<file path="config.mk">
export PLATFORM = sky130hd
export DESIGN_NAME = stereo_noise_gate_hold
export DESIGN_NICKNAME = d
export VERILOG_FILES = /design/src/rtl/core/snh_pkg.sv /design/src/rtl/core/snh_mul.sv /design/src/rtl/core/stereo_noise_gate_hold.sv
export SDC_FILE = /design/constraint.sdc
export NUM_CORES = 2
export LEC_CHECK = 0
export BUFFER_PORTS_ARGS = -buffer_cell sky130_fd_sc_hd__buf_4
export CAP_MARGIN = 20
export CORE_ASPECT_RATIO = 0.6
export CORE_MARGIN = 4
export CORE_UTILIZATION = 65
export CTS_BUF_LIST = sky130_fd_sc_hd__clkbuf_4
export CTS_CLUSTER_SIZE = 40
export DETAILED_ROUTE_END_ITERATION = 8
export GPL_TIMING_DRIVEN = 1
export PLACE_DENSITY = 0.91
export SYNTH_ARGS = -nofsm -noshare
export SYNTH_HDL_FRONTEND = slang
export SYNTH_HIERARCHICAL = 1
export SYNTH_SLANG_ARGS = --single-unit
export TNS_END_PERCENT = 1
</file>
<file path="constraint.sdc">
create_clock -name clk -period 25.5 [get_ports clk]
set_input_delay 5.1 -clock clk [delete_from_list [all_inputs] [get_ports clk]]
set_output_delay 5.1 -clock clk [all_outputs]
set_load 0.005 [all_outputs]
</file>
<file path="src/rtl/core/snh_pkg.sv">
// Package for the stereo noise gate with hold.
// Shared widths, register indexes and reset values; no dependencies.
`default_nettype none

package snh_pkg;

    // Default datapath sizes
    localparam int SAMPLE_BITS_DEF    = 24;
    localparam int GAIN_FRAC_BITS_DEF = 16;

    // Fixed register and counter widths
    localparam int COEF_BITS     = 16;
    localparam int THRESH_BITS   = 23;
    localparam int HOLD_BITS     = 16;
    localparam int COUNT_BITS    = 16;
    localparam int CFG_DATA_BITS = 23;
    localparam int CFG_IDX_BITS  = 2;

    localparam logic [COUNT_BITS-1:0] COUNT_MAX = '1;

    // Register indexes
    localparam logic [CFG_IDX_BITS-1:0] CFG_THRESHOLD = 2'd0;
    localparam logic [CFG_IDX_BITS-1:0] CFG_HOLD      = 2'd1;
    localparam logic [CFG_IDX_BITS-1:0] CFG_COEF_CLS  = 2'd2;
    localparam logic [CFG_IDX_BITS-1:0] CFG_COEF_OPN  = 2'd3;

    // Register reset values
    localparam logic [THRESH_BITS-1:0] THRESHOLD_RST = 23'd26527;
    localparam logic [HOLD_BITS-1:0]   HOLD_RST      = 16'd3840;
    localparam logic [COEF_BITS-1:0]   COEF_CLS_RST  = 16'd65506;
    localparam logic [COEF_BITS-1:0]   COEF_OPN_RST  = 16'd65506;

endpackage

`default_nettype wire

</file>
<file path="src/rtl/core/snh_mul.sv">
// Shared registered signed multiplier for the noise gate.
// Depends on snh_pkg for default operand widths.
`default_nettype none

module snh_mul #(
    parameter int A_BITS = snh_pkg::SAMPLE_BITS_DEF,
    parameter int B_BITS = snh_pkg::GAIN_FRAC_BITS_DEF + 2
) (
    input  wire logic                       clk,
    input  wire logic                       en,
    input  wire logic signed [A_BITS-1:0]   a,
    input  wire logic signed [B_BITS-1:0]   b,
    output logic signed [A_BITS+B_BITS-1:0] prod
);
    import snh_pkg::*;

    logic signed [A_BITS+B_BITS-1:0] prod_reg;

    // One product per enabled cycle, registered
    always_ff @(posedge clk)
    begin
        if (en)
        begin
            prod_reg <= (A_BITS+B_BITS)'(a) * (A_BITS+B_BITS)'(b);
        end
    end

    assign prod = prod_reg;

endmodule

`default_nettype wire

</file>
<file path="src/rtl/core/stereo_noise_gate_hold.sv">
// Top level of the stereo noise gate with hold time.
// Depends on snh_pkg and snh_mul.
`default_nettype none

// Stereo noise gate. Each accepted request (one sample pair) is gated per
// channel: the magnitude is compared with threshold_level, run-length
// counters of samples above and below are kept, and once the matching
// count exceeds hold_samples the Q1.16 gain is smoothed toward open or
// closed with coef_open or coef_close. Outputs are sample * gain, floored.
// One multiplier is shared by four products per pair (two gain updates,
// two output scalings); for each channel the sequencer steps through EVAL,
// GAIN, MULS and OUT, and a new request is taken only once the previous
// pair has been loaded into the output register. A finished result sits
// in the output register while the next pair is processed. Configuration
// writes take effect at once and should be made while the block is idle.

module stereo_noise_gate_hold #(
    parameter int SAMPLE_BITS    = snh_pkg::SAMPLE_BITS_DEF,
    parameter int GAIN_FRAC_BITS = snh_pkg::GAIN_FRAC_BITS_DEF
) (
    input  wire logic                              clk,
    input  wire logic                              rst_n,
    // input requests
    input  wire logic                              in_valid,
    output logic                                   in_ready,
    input  wire logic signed [SAMPLE_BITS-1:0]     left_sample,
    input  wire logic signed [SAMPLE_BITS-1:0]     right_sample,
    input  wire logic                              block_last,
    // result requests
    output logic                                   out_valid,
    input  wire logic                              out_ready,
    output logic signed [SAMPLE_BITS-1:0]          left_out,
    output logic signed [SAMPLE_BITS-1:0]          right_out,
    output logic                                   block_last_out,
    // configuration
    input  wire logic                              cfg_we,
    input  wire logic [snh_pkg::CFG_IDX_BITS-1:0]  cfg_index,
    input  wire logic [snh_pkg::CFG_DATA_BITS-1:0] cfg_data
);
    import snh_pkg::*;

    localparam int AW = (SAMPLE_BITS > COEF_BITS + 1) ? SAMPLE_BITS : COEF_BITS + 1;
    localparam int BW = GAIN_FRAC_BITS + 2;
    localparam int PW = AW + BW;
    localparam int GW = GAIN_FRAC_BITS + 1;
    localparam int MW = (SAMPLE_BITS > THRESH_BITS) ? SAMPLE_BITS : THRESH_BITS;
    localparam int SW = GAIN_FRAC_BITS + COEF_BITS + 2;

    localparam logic [GW-1:0]        GAIN_UNITY = {1'b1, {GAIN_FRAC_BITS{1'b0}}};
    localparam logic [COEF_BITS:0]   COEF_ONE   = {1'b1, {COEF_BITS{1'b0}}};
    localparam logic [COUNT_BITS-1:0] COUNT_ONE = COUNT_BITS'(1);

    // Sequencer states
    localparam logic [2:0] ST_IDLE = 3'd0;
    localparam logic [2:0] ST_EVAL = 3'd1;
    localparam logic [2:0] ST_GAIN = 3'd2;
    localparam logic [2:0] ST_MULS = 3'd3;
    localparam logic [2:0] ST_OUT  = 3'd4;
    localparam logic [2:0] ST_DONE = 3'd5;

    logic [2:0] state_reg;
    logic       ch_reg;

    // Configuration registers
    logic [THRESH_BITS-1:0] thresh_reg;
    logic [HOLD_BITS-1:0]   hold_reg;
    logic [COEF_BITS-1:0]   coef_cls_reg;
    logic [COEF_BITS-1:0]   coef_opn_reg;

    // Channel state
    logic [GW-1:0]         gain_reg  [2];
    logic [COUNT_BITS-1:0] above_reg [2];
    logic [COUNT_BITS-1:0] below_reg [2];

    // Request payload and intermediate values
    logic signed [SAMPLE_BITS-1:0] samp_reg [2];
    logic                          last_reg;
    logic                          target_reg;
    logic                          move_reg;
    logic [COEF_BITS-1:0]          coef_reg;
    logic signed [SAMPLE_BITS-1:0] res_reg  [2];

    // Output register
    logic                          out_valid_reg;
    logic signed [SAMPLE_BITS-1:0] left_out_reg;
    logic signed [SAMPLE_BITS-1:0] right_out_reg;
    logic                          last_out_reg;

    logic signed [SAMPLE_BITS-1:0] cur_s;
    logic [SAMPLE_BITS-1:0]        cur_u;
    logic [SAMPLE_BITS-1:0]        cur_mag;
    logic [GW-1:0]                 cur_gain;
    logic                          target;
    logic [COUNT_BITS-1:0]         above_inc;
    logic [COUNT_BITS-1:0]         below_inc;
    logic [COUNT_BITS-1:0]         count_next;
    logic                          move;
    logic [COEF_BITS-1:0]          coef_sel;
    logic [COEF_BITS:0]            coef_rem;
    logic [SW-1:0]                 addend;
    logic [SW-1:0]                 gain_sum;
    logic [GW-1:0]                 gain_next;

    logic                          mul_en;
    logic signed [AW-1:0]          mul_a;
    logic signed [BW-1:0]          mul_b;
    logic signed [PW-1:0]          mul_p;

    logic in_fire;
    logic out_load;

    assign in_ready  = (state_reg == ST_IDLE);
    assign in_fire   = in_valid && in_ready;
    assign out_load  = (state_reg == ST_DONE) && (!out_valid_reg || out_ready);

    // Current channel: magnitude, target and counters
    assign cur_s      = samp_reg[ch_reg];
    assign cur_u      = cur_s;
    assign cur_mag    = cur_u[SAMPLE_BITS-1] ? (~cur_u + 1'b1) : cur_u;
    assign cur_gain   = gain_reg[ch_reg];
    assign target     = (MW'(cur_mag) >= MW'(thresh_reg));
    assign above_inc  = (above_reg[ch_reg] == COUNT_MAX) ? COUNT_MAX
                                                         : above_reg[ch_reg] + 1'b1;
    assign below_inc  = (below_reg[ch_reg] == COUNT_MAX) ? COUNT_MAX
                                                         : below_reg[ch_reg] + 1'b1;
    assign count_next = target ? above_inc : below_inc;
    assign move       = (count_next > hold_reg);
    // open coefficient only while target (unity) is above the gain
    assign coef_sel   = (target && (cur_gain != GAIN_UNITY)) ? coef_opn_reg : coef_cls_reg;

    // Smoother: (coef * gain + (1 - coef) * target) >> COEF_BITS
    assign coef_rem   = COEF_ONE - {1'b0, coef_reg};
    assign addend     = target_reg ? SW'({coef_rem, {GAIN_FRAC_BITS{1'b0}}}) : '0;
    assign gain_sum   = SW'(mul_p[GAIN_FRAC_BITS+COEF_BITS:0]) + addend;
    assign gain_next  = gain_sum[COEF_BITS +: GW];

    // Shared multiplier operand select
    always_comb
    begin
        mul_en = 1'b0;
        mul_a  = AW'(cur_s);
        mul_b  = $signed({1'b0, cur_gain});
        case (state_reg)
            ST_EVAL:
            begin
                mul_en = 1'b1;
                mul_a  = $signed({{(AW-COEF_BITS){1'b0}}, coef_sel});
            end
            ST_MULS:
            begin
                mul_en = 1'b1;
            end
            default:
            begin
                mul_en = 1'b0;
            end
        endcase
    end

    snh_mul #(
        .A_BITS (AW),
        .B_BITS (BW)
    ) u_mul (
        .clk  (clk),
        .en   (mul_en),
        .a    (mul_a),
        .b    (mul_b),
        .prod (mul_p)
    );

    // Configuration writes
    always_ff @(posedge clk or negedge rst_n)
    begin
        if (!rst_n)
        begin
            thresh_reg   <= THRESHOLD_RST;
            hold_reg     <= HOLD_RST;
            coef_cls_reg <= COEF_CLS_RST;
            coef_opn_reg <= COEF_OPN_RST;
        end
        else if (cfg_we)
        begin
            case (cfg_index)
                CFG_THRESHOLD: thresh_reg   <= cfg_data[THRESH_BITS-1:0];
                CFG_HOLD:      hold_reg     <= cfg_data[HOLD_BITS-1:0];
                CFG_COEF_CLS:  coef_cls_reg <= cfg_data[COEF_BITS-1:0];
                CFG_COEF_OPN:  coef_opn_reg <= cfg_data[COEF_BITS-1:0];
                default:       thresh_reg   <= thresh_reg;
            endcase
        end
    end

    // Sequencer and channel state
    always_ff @(posedge clk or negedge rst_n)
    begin
        if (!rst_n)
        begin
            state_reg    <= ST_IDLE;
            ch_reg       <= 1'b0;
            gain_reg[0]  <= GAIN_UNITY;
            gain_reg[1]  <= GAIN_UNITY;
            above_reg[0] <= COUNT_ONE;
            above_reg[1] <= COUNT_ONE;
            below_reg[0] <= COUNT_ONE;
            below_reg[1] <= COUNT_ONE;
        end
        else
        begin
            case (state_reg)
                ST_IDLE:
                begin
                    if (in_fire)
                    begin
                        ch_reg    <= 1'b0;
                        state_reg <= ST_EVAL;
                    end
                end
                ST_EVAL:
                begin
                    if (target)
                    begin
                        above_reg[ch_reg] <= above_inc;
                        below_reg[ch_reg] <= COUNT_ONE;
                    end
                    else
                    begin
                        below_reg[ch_reg] <= below_inc;
                        above_reg[ch_reg] <= COUNT_ONE;
                    end
                    state_reg <= ST_GAIN;
                end
                ST_GAIN:
                begin
                    if (move_reg)
                    begin
                        gain_reg[ch_reg] <= gain_next;
                    end
                    state_reg <= ST_MULS;
                end
                ST_MULS:
                begin
                    state_reg <= ST_OUT;
                end
                ST_OUT:
                begin
                    ch_reg    <= ~ch_reg;
                    state_reg <= ch_reg ? ST_DONE : ST_EVAL;
                end
                ST_DONE:
                begin
                    if (out_load)
                    begin
                        state_reg <= ST_IDLE;
                    end
                end
                default:
                begin
                    state_reg <= ST_IDLE;
                end
            endcase
        end
    end

    // Payload and intermediate registers
    always_ff @(posedge clk)
    begin
        if (in_fire)
        begin
            samp_reg[0] <= left_sample;
            samp_reg[1] <= right_sample;
            last_reg    <= block_last;
        end
        if (state_reg == ST_EVAL)
        begin
            target_reg <= target;
            move_reg   <= move;
            coef_reg   <= coef_sel;
        end
        if (state_reg == ST_OUT)
        begin
            // floor(product / 2^GAIN_FRAC_BITS), low sample bits
            res_reg[ch_reg] <= mul_p[GAIN_FRAC_BITS +: SAMPLE_BITS];
        end
        if (out_load)
        begin
            left_out_reg  <= res_reg[0];
            right_out_reg <= res_reg[1];
            last_out_reg  <= last_reg;
        end
    end

    // Output valid
    always_ff @(posedge clk or negedge rst_n)
    begin
        if (!rst_n)
        begin
            out_valid_reg <= 1'b0;
        end
        else if (out_load)
        begin
            out_valid_reg <= 1'b1;
        end
        else if (out_ready)
        begin
            out_valid_reg <= 1'b0;
        end
    end

    assign out_valid      = out_valid_reg;
    assign left_out       = left_out_reg;
    assign right_out      = right_out_reg;
    assign block_last_out = last_out_reg;

endmodule

`default_nettype wire

</file>
# Word-level counts from Yosys, hierarchy flattened
# Memory sizes are Yosys's and may differ from the RTL's. A register that Yosys moved wholly into a read port is not among the register bits.
# Cells that the tools add are included.
[totals]
ff_bits = 234
latch_bits = 0
mem_bits_rw = 96
mem_bits_ro = 0
input_bits = 79
word_cells = 108
memories = 2
[memory_table]
columns = ["name", "depth", "word_bits", "rd", "rd_ports_with_merged_regs", "write_ports", "line_no", "text"]
rows = [
  ["res_reg", 2, 24, 2, 2, 1, "stereo_noise_gate_hold.sv:81", "logic signed [SAMPLE_BITS-1:0] res_reg [2];"],
  ["samp_reg", 2, 24, 1, 0, 2, "stereo_noise_gate_hold.sv:76", "logic signed [SAMPLE_BITS-1:0] samp_reg [2];"],
]
[op_classes]
n_addsub = 5
n_mul = 1
n_div = 0
magnitude_cmp = 4
eq_ne = 13
shifts = 0
n_mux = 38
bitwise_logic = 8
reduce_logical = 18
[op_table]
columns = ["op", "n"]
rows = [
  ["$mux W16", 11],
  ["$mux W17", 4],
  ["$bwmux W32", 2],
  ["$mux W32", 2],
  ["$and A30 B30 Y30", 2],
  ["$mux W24", 2],
  ["$mul A24 B18 Y40", 1],
  ["$bwmux W34", 1],
  ["$add A33 B33 Y33", 1],
  ["$mux W33", 1],
  ["$add A16 B1 Y16 const B", 2],
  ["$eq A16 B16 Y1 const B", 2],
  ["$not A30 Y30", 1],
  ["$add A24 B1 Y24 const B", 1],
  ["$ge A24 B23 Y1", 1],
  ["$not A24 Y24", 1],
  ["$pmux W3 S6", 1],
  ["$demux W17 S1", 1],
  ["$ne A17 B17 Y1 const B", 1],
  ["$sub A17 B16 Y17 const A", 1],
  ["$demux W16 S1", 1],
  ["$gt A16 B16 Y1", 1],
  ["$reduce_and A2 Y1", 7],
  ["$mux W3", 3],
  ["other kinds (21)", 36],
]

# Logic depth before layout (Yosys ltp)
[logic_depth]
ltp_word = 9
depth_mapped = 53

# Modules after synthesis
# The synthesis kept the hierarchy.
[by_module_without_submodules]
columns = ["mod", "instances", "cells_each", "area_per_inst_um2", "seq_area_each_um2"]
rows = [
  ["stereo_noise_gate_hold", 1, 1457, 17032.6, 9335.2],
  ["snh_mul", 1, 1821, 16862.4, 1261.2],
]

# Least setup slack after synthesis
# Ideal clock, no wire load.
[synth_path]
path_type = "register to register"
start = "register ch_reg"
end = "register, netlist name u_mul/prod[40]"
setup_ps = 258
arrival_ps = 10637
required_time_ps = 25242
path_slack_ps = 14606
path_stages_with_launch = 52
path_buffers = 15
period_less_slack_ps = 10894
path_cell_list = "dfrtp_1 buf_6 buf_12 buf_12 buf_12 buf_8 buf_2 buf_4 buf_2 buf_2 mux2i_1 ha_1 o221ai_1 nor2_2 o21ai_2 nor3_1 nor2_1 xnor2_1 [... 16 more ...] fa_1 fa_1 fa_1 fa_1 inv_1 fa_1 inv_1 ha_1 buf_6 a21o_1 a31oi_1 or4b_1 o311ai_1 o2111ai_1 o221a_2 a21o_1 a21oi_2 xnor2_1"
[synth_lines]
columns = ["element", "line_no", "text"]
rows = [
  ["start: declaration", "stereo_noise_gate_hold.sv:62", "logic ch_reg;"],
  ["start signal: assignment", "stereo_noise_gate_hold.sv:246", "ch_reg <= ~ch_reg;"],
]

# Final worst setup path
[layout_path]
start = "register ch_reg"
end = "register u_mul.prod_reg[30] (netlist: u_mul/prod[30]) (data pin)"
[layout_between]
elab_chain_cells = 9
[layout_rtl]
columns = ["element", "line_no", "text"]
rows = [
  ["$mem_v2 Z2 W24 or $not A1 Y2 (tied branches)", "n/a", ""],
  ["$not A24 Y24 or $mux W17 (tied branches)", "stereo_noise_gate_hold.sv:119, stereo_noise_gate_hold.sv:120", ""],
  ["$add A24 B1 Y24 or $mux W17 (tied branches)", "stereo_noise_gate_hold.sv:119, stereo_noise_gate_hold.sv:120", ""],
  ["$mux W24 or $mux W17 (tied branches)", "stereo_noise_gate_hold.sv:119, stereo_noise_gate_hold.sv:120", ""],
  ["$ge A24 B23 Y1 or $ne A17 B17 Y1 (tied branches)", "stereo_noise_gate_hold.sv:121, stereo_noise_gate_hold.sv:129", ""],
  ["$logic_and A1 B1 Y1", "stereo_noise_gate_hold.sv:129", "assign coef_sel = (target && (cur_gain != GAIN_UNITY)) ? coef_opn_reg : coef_cls_reg;"],
  ["$mux W16", "stereo_noise_gate_hold.sv:129", ""],
  ["$mux W24 (*)", "stereo_noise_gate_hold.sv:143", "case (state_reg)"],
  ["via mul_a[7]", "stereo_noise_gate_hold.sv:105", "logic signed [AW-1:0] mul_a;"],
  ["$mul A24 B18 Y40 (*)", "snh_mul.sv:24", "prod_reg <= (A_BITS+B_BITS)'(a) * (A_BITS+B_BITS)'(b);"],
  ["end signal: assignment", "snh_mul.sv:24", ""],
  ["end: declaration", "snh_mul.sv:17", "logic signed [A_BITS+B_BITS-1:0] prod_reg;"],
]
# Mark *: on every way through the listed nets, which the timed path passes. The rest lies on a longest branch. The select of a mux whose other input is x is not followed.
# A chain may end at the register's enable or synchronous reset.

==> impl_metrics.toml <==
[final_layout]
n_antenna_cell = 0
final_cell_mix = "inv_1, nand2_1, fa_1, edfxtp_1, buf_4"
nNetsFinal = 3971
layout.cells.most_common = "inv_1"
area_growth_pct = 7.81
drive_gt1_share_pct = 15.4

[sta]
rsz0062_at_grt = "no"
setup_viol = 0
period_minus_slack_ps = 12300
clock_skew_ps = 93.5
max_freq_ghz = 0.0813
tightest_slew_ps = 1190
slew_headroom_pct = 20.8
maxSlewViolCount = 0
min_period_over_period_pct = 48.2
hold_viol = 0
tns_ps = 0

[flow_run]
maxCapViolCount = 0

[die]
pin_count = 130
num_rows = 63
die_h_um = 182
initial_core_util_pct = 66.2
die_x_um = 298
dieArea_um2 = 54300
coreArea_um2 = 49700

[cts]
cts_resized = 0
postCtsSetupRepairBufs = 0
cts_buffers = 81
h-tree-depth = 3
clockRootBuffer = "clkbuf_4"
tritoncts = "built"
clk_path_buf_depth = 3
numClockSinks = 362
insertion_delay_ps = 820
postCtsHoldBufs = 0
clkTransAtPathRegs_ps = 80

[critical_path]
cp-end-kind = "flop"
required_ps = 26060
crit_buf_inv = 8
slowest_stage = "a21oi_2"
critPathMaxStageDelay_ps = 750
arrival_ps = 12870
crit_family = "compound AO/OA/AOI/OAI gates"
crit_path_start_kind = "flop"
crit_type = "reg2reg"
cp_max_fo = 64

[global_route]
antenna_found_initial = 2
grt_pass1_wl_mm = 144
grt_pass1_vias = 25600
grt.overflow.total = 0
grt_max_degree = 109
track_usage_pct = 34.2

[detailed_routing]
detail-route-antenna-nets = 0
drtPass1Iterations = 9
vias = 25100
vias_per_cell = 6.25
initialDrtViolationCount = 3693
drc = 0
routed_wl_mm = 92.4
wl_per_cell_um = 23.0

[logic_synthesis]
avgSynthCellArea_um2 = 10.3
yosys_warnings = 6
synth_cells = 3202
syn_area_um2 = 32900

[place]
gp_congestion = 1.02
dp_hpwl_mm = 66.6
port_buffers = 129

[run_status]
status = "complete, no violations"

[hold_path]
hp-class = "reg2reg"
[per-layer routing]
metal,wire [um],track usage [%],up-vias
met5,77,0,-
met4,2900,9.89,8
met3,16400,17.7,357
met2,37300,46.6,2059
met1,35700,48.0,12200
li1,-,-,10500
[worst reg2reg max path: cells and delay by family, from the launching register on]
kind                       cells  cell delay, ps
buffers and inverters          8            1570
AOI/OAI and AO/OA             14            3730
adders and majority gates      9            3560
muxes                          1             430
DFF                            1             720
xor gates and xnor gates       2             270
and+or+nand+nor                7            1760
[metrics by stage]
step	worst slack [ps]	area [um2]	utilization [%]	hold WS (ps)	std cells
2_1_floorplan	14820	32900	-	400	3209
3_3_place_gp	14000	34200	68.9	401	3873
3_5_place_dp	13620	34200	68.9	405	3873
4_1_cts	13520	35300	71.2	383	4015
5_1_grt	12700	35400	71.3	385	4019
6_report	13200	35400	71.3	391	4019
[worst paths after layout]
kind	cells after the start	slack [ps]	end	from
max	41	13200	u_mul/prod[30]$_DFFE_PP_	ch_reg$_DFFE_PN0P_
min in group asynchronous	1	4460	thresh_reg[5]$_DFFE_PN0P_	rst_n
min	0	390	left_out[9]$_DFFE_PP_	res_reg[0][9]$_DFFE_PP_
min reg2reg	0	390	left_out[9]$_DFFE_PP_	res_reg[0][9]$_DFFE_PP_
max in group asynchronous	2	19490	ch_reg$_DFFE_PN0P_	rst_n
max reg2reg	41	13200	u_mul/prod[30]$_DFFE_PP_	ch_reg$_DFFE_PN0P_
[cell type report]
| type | instances | area, um2 |
|---|---|---|
| repair buffers | 169 | 1330 |
| clock buffers | 120 | 901 |
| clock inverters | 22 | 224 |
| flip-flops and latches | 362 | 10100 |
| fillers | 3288 | 14200 |
| multi-input cells | 2133 | 20000 |
| inverters | 563 | 2110 |
| well taps | 650 | 813 |
Power is left out: the tool's default activity adds up to more than one toggle a clock period on the data nets, which glitch-free logic cannot reach.
